`config.mk`:
```
export PLATFORM = sky130hd
export DESIGN_NAME = utf8_decode_cell_layout_core
export DESIGN_NICKNAME = d
export VERILOG_FILES = /design/src/design/u8dl_pkg.sv /design/src/design/u8dl_step.sv /design/src/design/utf8_decode_cell_layout_core.sv
export SDC_FILE = /design/constraint.sdc
export NUM_CORES = 2
export LEC_CHECK = 0
export ABC_AREA = 1
export BUFFER_PORTS_ARGS = -buffer_cell sky130_fd_sc_hd__buf_2
export CAP_MARGIN = 20
export CORE_MARGIN = 5
export CORE_UTILIZATION = 38
export CTS_CLUSTER_SIZE = 14
export DETAILED_ROUTE_END_ITERATION = 16
export PLACE_DENSITY = 0.56
export SLEW_MARGIN = 20
export SYNTH_ARGS = -nofsm -noshare
export SYNTH_HDL_FRONTEND = slang
export SYNTH_SLANG_ARGS = --single-unit
export TNS_END_PERCENT = 100
```
`constraint.sdc`:
```
create_clock -name clk -period 15.3 [get_ports clk]
set_input_delay 3.06 -clock clk [delete_from_list [all_inputs] [get_ports clk]]
set_output_delay 3.06 -clock clk [all_outputs]
set_load 0.05 [all_outputs]
```
`src/design/u8dl_pkg.sv`:
```
package u8dl_pkg;

	localparam int OFS_W  = 13;
	localparam int CP_W   = 21;
	localparam int LINE_W = 12;
	localparam int POS_W  = 32;
	localparam int ADV_W  = 20;

	localparam logic [OFS_W-1:0]  TEXT_MAX = 13'd4096;
	localparam logic [LINE_W-1:0] LINE_MAX = 12'd4095;
	localparam logic [7:0]        BYTE_LF  = 8'h0A;

	// item kinds
	localparam logic [1:0] KIND_GLYPH = 2'd0;
	localparam logic [1:0] KIND_END   = 2'd1;
	localparam logic [1:0] KIND_ERROR = 2'd2;

	// error codes
	localparam logic [2:0] ERR_NONE     = 3'd0;
	localparam logic [2:0] ERR_BAD_LEAD = 3'd1;
	localparam logic [2:0] ERR_BAD_CONT = 3'd2;
	localparam logic [2:0] ERR_TRUNC    = 3'd3;
	localparam logic [2:0] ERR_BUDGET   = 3'd4;

	// config register indexes
	localparam logic [1:0] REG_ADVANCE     = 2'd0;
	localparam logic [1:0] REG_LINE_HEIGHT = 2'd1;
	localparam logic [1:0] REG_MAX_BYTES   = 2'd2;

	typedef struct packed {
		logic [7:0] text_byte;
		logic       is_last;
	} in_t;

	typedef struct packed {
		logic [1:0]        item_kind;
		logic [CP_W-1:0]   code_point;
		logic [OFS_W-1:0]  byte_begin;
		logic [OFS_W-1:0]  byte_end;
		logic [LINE_W-1:0] line_number;
		logic [POS_W-1:0]  origin_x;
		logic [POS_W-1:0]  origin_y;
		logic [2:0]        error_code;
		logic [OFS_W-1:0]  glyph_total;
		logic              run_last;
	} out_t;

	typedef struct packed {
		logic [ADV_W-1:0] advance_q;
		logic [ADV_W-1:0] line_height_q;
		logic [OFS_W-1:0] max_text_bytes;
	} cfg_t;

	typedef struct packed {
		logic [OFS_W-1:0]  byte_offset;
		logic [1:0]        bytes_remaining;
		logic [CP_W-1:0]   scalar_accum;
		logic [OFS_W-1:0]  sequence_start;
		logic [LINE_W-1:0] current_line;
		logic [POS_W-1:0]  pen_x;
		logic [POS_W-1:0]  pen_y;
		logic [OFS_W-1:0]  glyph_counter;
		logic              error_latched;
	} text_st_t;

endpackage

```
`src/design/u8dl_step.sv`:
```
module u8dl_step (
	input  u8dl_pkg::text_st_t cur,
	input  u8dl_pkg::in_t      req,
	input  u8dl_pkg::cfg_t     cfg,
	output u8dl_pkg::text_st_t nxt,
	output u8dl_pkg::out_t     res0,
	output u8dl_pkg::out_t     res1,
	output logic [1:0]         n_res
);
	import u8dl_pkg::*;

	logic [OFS_W-1:0]      budget;
	logic [2:0]            len;
	logic [CP_W-1:0]       lead_acc;
	logic [CP_W-1:0]       cont_acc;
	logic [2:0]            code;
	logic                  fin;
	logic                  is_nl;
	logic [CP_W-1:0]       cp;
	logic [LINE_W-1:0]     line_inc;
	logic [POS_W:0]        x_sum;
	logic [LINE_W+ADV_W-1:0] y_prod;
	logic                  emit_a;
	out_t                  item_a;
	out_t                  item_end;
	text_st_t              ns;

	assign budget = (cfg.max_text_bytes < TEXT_MAX) ? cfg.max_text_bytes : TEXT_MAX;

	// lead byte decode
	always_comb begin
		len      = 3'd0;
		lead_acc = '0;
		unique casez (req.text_byte)
			8'b0???????: begin
				len      = 3'd1;
				lead_acc = {13'd0, req.text_byte};
			end
			8'b110?????: begin
				len      = 3'd2;
				lead_acc = {16'd0, req.text_byte[4:0]};
			end
			8'b1110????: begin
				len      = 3'd3;
				lead_acc = {17'd0, req.text_byte[3:0]};
			end
			8'b11110???: begin
				len      = 3'd4;
				lead_acc = {18'd0, req.text_byte[2:0]};
			end
			default: begin
				len      = 3'd0;
				lead_acc = '0;
			end
		endcase
	end

	assign cont_acc = {cur.scalar_accum[CP_W-7:0], req.text_byte[5:0]};

	// saturating line bump; product of 12 and 20 bits never exceeds the position range
	assign line_inc = (cur.current_line < LINE_MAX) ? cur.current_line + 1'b1
	                                                : cur.current_line;
	assign y_prod   = line_inc * cfg.line_height_q;
	assign x_sum    = {1'b0, cur.pen_x} + {{(POS_W+1-ADV_W){1'b0}}, cfg.advance_q};

	always_comb begin
		ns    = cur;
		code  = ERR_NONE;
		fin   = 1'b0;
		is_nl = 1'b0;
		cp    = '0;
		if (!cur.error_latched) begin
			if (cur.byte_offset >= budget) begin
				code = ERR_BUDGET;
			end else if (cur.bytes_remaining == 2'd0) begin
				ns.sequence_start = cur.byte_offset;
				if (len == 3'd0) begin
					code = ERR_BAD_LEAD;
				end else begin
					ns.byte_offset = cur.byte_offset + 1'b1;
					if (len == 3'd1) begin
						fin   = 1'b1;
						cp    = lead_acc;
						is_nl = (req.text_byte == BYTE_LF);
					end else begin
						ns.scalar_accum    = lead_acc;
						ns.bytes_remaining = 2'(len - 3'd1);
						if (req.is_last)
							code = ERR_TRUNC;
					end
				end
			end else begin
				if (req.text_byte[7:6] != 2'b10) begin
					code = (req.is_last && cur.bytes_remaining > 2'd1) ? ERR_TRUNC
					                                                   : ERR_BAD_CONT;
				end else begin
					ns.byte_offset     = cur.byte_offset + 1'b1;
					ns.scalar_accum    = cont_acc;
					ns.bytes_remaining = cur.bytes_remaining - 1'b1;
					if (cur.bytes_remaining == 2'd1) begin
						fin = 1'b1;
						cp  = cont_acc;
					end else if (req.is_last) begin
						code = ERR_TRUNC;
					end
				end
			end
			if (fin) begin
				if (is_nl) begin
					ns.current_line = line_inc;
					ns.pen_x        = '0;
					ns.pen_y        = POS_W'(y_prod);
				end else begin
					ns.pen_x = x_sum[POS_W] ? {POS_W{1'b1}} : x_sum[POS_W-1:0];
					if (cur.glyph_counter < TEXT_MAX)
						ns.glyph_counter = cur.glyph_counter + 1'b1;
				end
			end
			if (code != ERR_NONE)
				ns.error_latched = 1'b1;
		end
	end

	// glyph or error record; the two never happen on the same byte
	always_comb begin
		item_a = '0;
		emit_a = 1'b0;
		if (code != ERR_NONE) begin
			emit_a            = 1'b1;
			item_a.item_kind  = KIND_ERROR;
			item_a.error_code = code;
		end else if (fin && !is_nl) begin
			emit_a             = 1'b1;
			item_a.item_kind   = KIND_GLYPH;
			item_a.code_point  = cp;
			item_a.byte_begin  = ns.sequence_start;
			item_a.byte_end    = ns.byte_offset;
			item_a.line_number = cur.current_line;
			item_a.origin_x    = cur.pen_x;
			item_a.origin_y    = cur.pen_y;
		end
		item_a.run_last = !req.is_last;
	end

	always_comb begin
		item_end             = '0;
		item_end.item_kind   = KIND_END;
		item_end.glyph_total = ns.glyph_counter;
		item_end.run_last    = 1'b1;
	end

	always_comb begin
		res1 = item_end;
		if (emit_a) begin
			res0  = item_a;
			n_res = req.is_last ? 2'd2 : 2'd1;
		end else begin
			res0  = item_end;
			n_res = req.is_last ? 2'd1 : 2'd0;
		end
		nxt = req.is_last ? text_st_t'('0) : ns;
	end

endmodule

```
`src/design/utf8_decode_cell_layout_core.sv`:
```
// An accepted request is held in the input stage and decoded once the queue has room for both
//   of its results; these are written to the result queue and show on out_valid from there.
// Throughput: one byte per cycle while the result queue has room, bounded by the single decode stage;
//   a byte that yields both a glyph or error and the end item puts two results in the queue.
// Reset: arst_n clears the input stage, result queue and text state, and loads the
//   configuration registers with advance 2048, line height 4096 and budget 4096.
module utf8_decode_cell_layout_core (
	input  logic                      clk,
	input  logic                      arst_n,
	input  logic                      in_valid,
	output logic                      in_ready,
	input  u8dl_pkg::in_t             in_data,
	output logic                      out_valid,
	input  logic                      out_ready,
	output u8dl_pkg::out_t            out_data,
	input  logic                      cfg_valid,
	output logic                      cfg_ready,
	input  logic [1:0]                cfg_index,
	input  logic [u8dl_pkg::ADV_W-1:0] cfg_data
);
	import u8dl_pkg::*;

	localparam int QD = 4;

	// configuration registers
	cfg_t cfg_q;

	// input stage
	logic valid_s1;
	in_t  req_s1;

	// text state
	text_st_t st_q;
	text_st_t st_nxt;

	// step outputs
	out_t       res0;
	out_t       res1;
	logic [1:0] n_res;

	// result queue, four entries
	out_t       q_mem [QD];
	logic [1:0] wr_ptr_q;
	logic [1:0] rd_ptr_q;
	logic [2:0] cnt_q;
	logic       fire;
	logic       pop;

	// a byte is decoded only when the queue can take both of its results
	assign fire     = valid_s1 && (cnt_q <= 3'(QD - 2));
	assign in_ready = !valid_s1 || fire;
	assign pop      = out_valid && out_ready;

	assign cfg_ready = 1'b1;

	always_ff @(posedge clk or negedge arst_n) begin
		if (!arst_n) begin
			cfg_q.advance_q      <= 20'd2048;
			cfg_q.line_height_q  <= 20'd4096;
			cfg_q.max_text_bytes <= 13'd4096;
		end else if (cfg_valid && cfg_ready) begin
			unique case (cfg_index)
				REG_ADVANCE:     cfg_q.advance_q      <= cfg_data;
				REG_LINE_HEIGHT: cfg_q.line_height_q  <= cfg_data;
				REG_MAX_BYTES:   cfg_q.max_text_bytes <= cfg_data[OFS_W-1:0];
				default: ;
			endcase
		end
	end

	always_ff @(posedge clk or negedge arst_n) begin
		if (!arst_n) begin
			valid_s1 <= 1'b0;
		end else if (in_ready) begin
			valid_s1 <= in_valid;
		end
	end

	always_ff @(posedge clk) begin
		if (in_valid && in_ready)
			req_s1 <= in_data;
	end

	u8dl_step u_step (
		.cur   (st_q),
		.req   (req_s1),
		.cfg   (cfg_q),
		.nxt   (st_nxt),
		.res0  (res0),
		.res1  (res1),
		.n_res (n_res)
	);

	always_ff @(posedge clk or negedge arst_n) begin
		if (!arst_n) begin
			st_q <= '0;
		end else if (fire) begin
			st_q <= st_nxt;
		end
	end

	// queue payload
	always_ff @(posedge clk) begin
		if (fire && n_res != 2'd0)
			q_mem[wr_ptr_q] <= res0;
		if (fire && n_res == 2'd2)
			q_mem[wr_ptr_q + 2'd1] <= res1;
	end

	// queue control
	always_ff @(posedge clk or negedge arst_n) begin
		if (!arst_n) begin
			wr_ptr_q <= '0;
			rd_ptr_q <= '0;
			cnt_q    <= '0;
		end else begin
			if (fire)
				wr_ptr_q <= wr_ptr_q + n_res;
			if (pop)
				rd_ptr_q <= rd_ptr_q + 2'd1;
			cnt_q <= cnt_q + (fire ? {1'b0, n_res} : 3'd0) - {2'b00, pop};
		end
	end

	assign out_valid = (cnt_q != 3'd0);
	assign out_data  = q_mem[rd_ptr_q];

endmodule

```
# Word-level counts from Yosys, hierarchy flattened
# Memory sizes are Yosys's and may differ from the RTL's.
# Index checks and enable logic that the tools add are counted.
[word_totals] output_inout_bits=145 n_memories=1 latch_bits=0 reg_bits=203 mem_bits_ro=0 ram_bits=568 word_cells=145
[op_classes] eq_ne=15 n_reduce_logical=26 magnitude_cmp=6 n_addsub=11 muxes=66 multipliers=1 div_mod_pow=0 n_bitwise=1 shift=0
[mem_list] memory="q_mem" depth=4 width=142 rd=1 rd_clocked_by_memory_dff=0 wr=2 line="utf8_decode_cell_layout_core.sv:42" rtl="out_t q_mem [QD];"
[ops] op="139-bit two-way mux" n=2
[ops] op="123-bit two-way mux" n=2
[ops] op="142-bit two-way mux" n=1
[ops] op="21-bit two-way mux" n=6
[ops] op="36-bit two-way mux" n=3
[ops] op="32-bit two-way mux" n=3
[ops] op="89-bit two-way mux" n=1
[ops] op="13-bit two-way mux" n=4
[ops] op="49-bit two-way mux" n=1
[ops] op="32-bit by 20-bit adder with 33-bit output" n=1
[ops] op="12-bit by 20-bit multiplier with 32-bit output" n=1
[ops] op="8-bit case mux with 4 select lines" n=1
[ops] op="13-bit by 1-bit adder with 13-bit output, second input constant" n=2
[ops] op="13-bit < comparator, second input constant" n=2
[ops] op="12-bit two-way mux" n=2
[ops] op="3-bit two-way mux" n=8
[ops] op="1-bit two-way mux" n=23
[ops] op="23-bit two-way mux" n=1
[ops] op="13-bit greater-or-equal comparator" n=1
[ops] op="12-bit by 1-bit adder with 12-bit output, second input constant" n=1
[ops] op="12-bit < comparator, second input constant" n=1
[ops] op="2-bit two-way mux" n=6
[ops] op="3-bit case mux with 4 select lines" n=1
[ops] op="3-bit nonzero test" n=3
[ops] op="other kinds (29)" n=49

# Depth between registers and ports, before layout
[logic_depth] depth_word=18 ltp_mapped=30 ltp_nobuf=29

# Cells and area by module
# Synthesis repeated with hierarchy kept, for this count alone.
[hier_totals] hier_cells=6802 hier_area_um2=52364.0
[by_module_without_submodules] mod="utf8_decode_cell_layout_core" area_each_um2=36650.2 n_inst=1 cells_each=4123
[by_module_without_submodules] mod="u8dl_step" area_each_um2=15713.8 n_inst=1 cells_each=2679

# Worst setup path before layout
# OpenSTA, ideal clock, no wires.
[synth_timing] path_type="flip-flop to flip-flop" start="register st_q[78] in the netlist's numbering" end="register st_q[38] in the netlist's numbering" path_stages_with_launch=28 required_time_ns=15.184 t_arrival_ns=5.527 path_buffers=2 slack_ns=9.657 period_less_slack_ns=5.643 setup_ns=0.116 cell_sequence="dfrtp_1 > ha_1 > inv_1 > nor3_2 > nand3_1 > buf_2 > nand2_1 > buf_2 > nand2_1 > fa_1 > inv_1 > fa_1 > inv_1 > fa_1 > inv_1 > fa_1 > inv_1 > fa_1 > inv_1 > ha_1 > nand2_1 > nor2_1 > inv_1 > nor3_1 > a21boi_0 > or2_2 > nand2_1 > nand2_1"
[synth_between] elab_chain_cells=7
[synth_rtl] element="from (decl)" line="utf8_decode_cell_layout_core.sv:33" rtl="text_st_t st_q;"
[synth_rtl] element="from (signal assigned)" line="utf8_decode_cell_layout_core.sv:98" rtl="st_q <= st_nxt;"
[synth_rtl] element="12-bit by 1-bit adder with 12-bit output or 12-bit < comparator (tied branches)" line="u8dl_step.sv:61" rtl="assign line_inc = (cur.current_line < LINE_MAX) ? cur.current_line + 1'b1"
[synth_rtl] element="12-bit two-way mux *" line="u8dl_step.sv:61"
[synth_rtl] element="12-bit by 20-bit multiplier with 32-bit output *" line="u8dl_step.sv:63" rtl="assign y_prod = line_inc * cfg.line_height_q;"
[synth_rtl] element="32-bit two-way mux *" line="u8dl_step.sv:109" rtl="if (is_nl) begin"
[synth_rtl] element="89-bit two-way mux *" line="u8dl_step.sv:108" rtl="if (fin) begin"
[synth_rtl] element="139-bit two-way mux *" line="u8dl_step.sv:72" rtl="if (!cur.error_latched) begin"
[synth_rtl] element="139-bit two-way mux *" line="u8dl_step.sv:161" rtl="nxt = req.is_last ? text_st_t'('0) : ns;"
# Mark *: on every way between the ends. The rest lies on a longest branch, timed or not. The select of a mux whose other input is x is not followed.
# A chain may end at the register's enable or synchronous reset.

==> summary.txt <==
Floorplan
  • I/O Pins: 181
  • Row cnt: 121
  • Initial Utilization: 38.1%
  • Core region area: 108000 µm²
  • Die area: 116000 µm²
  • Die height: 340 µm
  • Die W: 340 µm

Clocking
  • Clock Sinks: 771
  • Worst skew pair latency: 670 ps
  • Clock root cell: clkbuf_16
  • Post_cts resized: 0
  • Clock buffer depth: 3
  • Post-CTS setup repair buffer count: 0
  • H-tree levels: 3
  • Post-CTS Hold Buffers: 0
  • CTS Buf Count: 86
  • CTS tree: yes
  • Clock Pin Slew Worst Setup and Hold Paths: 60 ps

Cells and area
  • Fraction of layout cells with a size suffix above 1: 7.68%
  • Layout net count: 5771
  • Final core utilization: 42.4%
  • Final Non-Filler Cells: 6921
  • Design area: 46000 µm²
  • Synth-to-layout area growth: 11.2%

GRT
  • Initial antenna violation count: 6
  • First-pass GRT wire length: 209000 µm
  • Vias in the first global route: 35.1k
  • Total global-route track usage: 22.6%
  • Largest net degree at the start of global routing: 118
  • GRT overflow: 0

Synth
  • Synth async-reset ratio: 25.2%
  • Most area-hungry cell type in the Yosys netlist: dfxtp_1
  • Top-area cell type share of the netlist area: 25.0%
  • Post-synthesis register bit count: 771
  • Unique cell type count in the Yosys netlist: 56
  • Mapped cell area: 41300 µm²
  • Post-synthesis sequential area ratio: 41.2%
  • Synth warn: 0
  • Number of synthesized flops with an enable pin: 61
  • Mapped Cells: 5440
  • Synthesized net count: 5773
  • Area contributors post-synth: dfxtp_1, nand2_1, dfrtp_1, fa_1, o21ai_0
  • Average cell area after synthesis: 7.60 µm²
  • Main synth FF type: dfxtp_1

Critical path
  • Slowest stage delay, CP: 850 ps
  • Crit-path leading delay family: buffers and inverters
  • CP Launch Type: register
  • CP max FO: 117
  • Kind of critical path: register to output port
  • CP max-delay cell: buf_4
  • WP data required: 12240 ps
  • Buf+Inv Stages, Crit Path: 4
  • Arrival @ worst endpoint: 4670 ps
  • CP endpoint kind: output port
  • CP Cell Sequence: inv_8, buf_4, buf_4, o21ai_0, o22ai_1, buf_2
  • Most frequent CP cell: buf_4

Timing
  • RSZ-0062 raised after global routing: false
  • Fmax: 129 MHz
  • Skew final: 36.7 ps
  • Final Slew Violations: 0
  • Hold_ws: 450 ps
  • Slew @ Worst Pin: 1100 ps
  • Fin crit period: 7730 ps
  • Worst setup margin: 7570 ps
  • Final TNS setup: 0 ps
  • Final count of hold timing violations: 0
  • Fin crit share: 50.5%
  • Final setup viols: 0
  • Worst slew margin: 26.7%

Min path
  • Worst Hold Class: register to register

Run
  • Max-Cap Viols: 0

Routing
  • Drt via density: 5.30
  • Drt first pass iters: 7
  • Per-cell routed wire length: 19.3 µm
  • Drt drc: 0
  • Drt first-iter violations: 3276
  • Post-Route WL: 133000 µm
  • Vias: 36.7k
  • Antenna Violating Nets Remaining: 0

Place
  • # placed instances: 6763
  • Final Wtd Congestion: 0.898
  • Area after DPL: 43100 µm²
  • Port Buf Inserts: 179
  • DP Worst Slack: 8340 ps
  • HPWL after DPL: 87300 µm

Pwr
  • Max VDD drop: 0.140 mV
  • Pleak: 20.2 nW
  • Power, Total: 9.05 mW
  • Power Density: 197 nW/µm²

Run status
  • Status: complete, no violations
## cells in the final DEF, fill, tap and decap left out, types with 101 or more instances in the layout
cell type	count
nand3_1	185
nand2_1	1504
fa_1	182
o21ai_1	204
dfrtp_1	189
nor2_1	493
a21oi_1	101
inv_1	478
o22ai_1	144
buf_2	178
ha_1	115
dfxtp_1	516
o21ai_0	722
## synthesized netlist by cell type (8+ instances only)
cell,count
a21o_1,8
a21oi_1,101
a32o_1,20
buf_1,17
buf_2,64
buf_4,12
clkbuf_1,211
dfrtp_1,191
dfxtp_1,516
edfxtp_1,61
fa_1,182
ha_1,115
inv_1,480
inv_2,24
nand2_1,1504
nand2_2,8
nand3_1,185
nand3b_1,9
nand4_1,28
nor2_1,495
nor3_1,26
o21ai_0,723
o21ai_1,203
o22ai_1,144
xnor2_1,13
xor2_1,31
## logic make-up after synthesis
group | Yosys count | synth area share, %
fa+ha+maj | 297 | 12.3
buf+inv | 813 | 7.70
simple gates | 2292 | 22.2
compound gates | 1222 | 15.7
flops | 771 | 41.2
other cells | 1 | 0.00907
xor+xnor | 44 | 0.932
## path summary, 6_finish.rpt
kind / from / endpoint / slack, ps / depth (start not counted)
max: rd_ptr_q[0]$_DFFE_PN0P_ / out_data[61] / 7570 / 6
max in group asynchronous: arst_n / rd_ptr_q[1]$_DFFE_PN0P_ / 11520 / 2
min in group asynchronous: arst_n / st_q[15]$_DFFE_PN0P_ / 2390 / 1
min: q_mem[1][94]$_SDFFE_PP0P_ / q_mem[1][94]$_SDFFE_PP0P_ / 450 / 2
min reg2reg: q_mem[1][94]$_SDFFE_PP0P_ / q_mem[1][94]$_SDFFE_PP0P_ / 450 / 2
max reg2reg: st_q[78]$_DFFE_PN0P_ / st_q[45]$_DFFE_PN0P_ / 8450 / 23
## report_power, final
| group | switching [mW] | internal, mW |
|---|---|---|
| Clock | 0.868 | 1.22 |
| Combinational | 3.38 | 0.951 |
| Sequential | 0.296 | 2.34 |
| Total | 4.54 | 4.51 |
## tightest hold or removal path, cell delays in order (launching register included)
cell     delay [ps]
dfxtp_1         310
nand2_1          60
nand2_1          40
## sequential cells by signal, summed over array words and instances (netlist names)
name      count
cnt_q         3
wr_ptr_q      2
valid_s1      1
rd_ptr_q      2
q_mem       568
req_s1        9
cfg_q        53
st_q        133
## area by class of cell
cell class | count | area (µm²)
multi-input cells | 3856 | 21200
well taps | 1414 | 1770
clock buffers | 130 | 2610
inverters | 507 | 1930
clock inverters | 25 | 258
flip-flops and latches | 771 | 17000
fillers | 11069 | 62400
repair buffers | 216 | 1190
diodes | 2 | 5.00
## per-layer routing
metal | up-vias | global-route usage, % | wire length (µm)
li1 | 17607 | - | -
met1 | 17769 | 33.1 | 62500
met2 | 1179 | 35.2 | 58600
met3 | 152 | 3.79 | 9730
met4 | 2 | 5.20 | 2540
met5 | - | 0 | 9
Note: power is estimated with default switching activity, not from simulation.
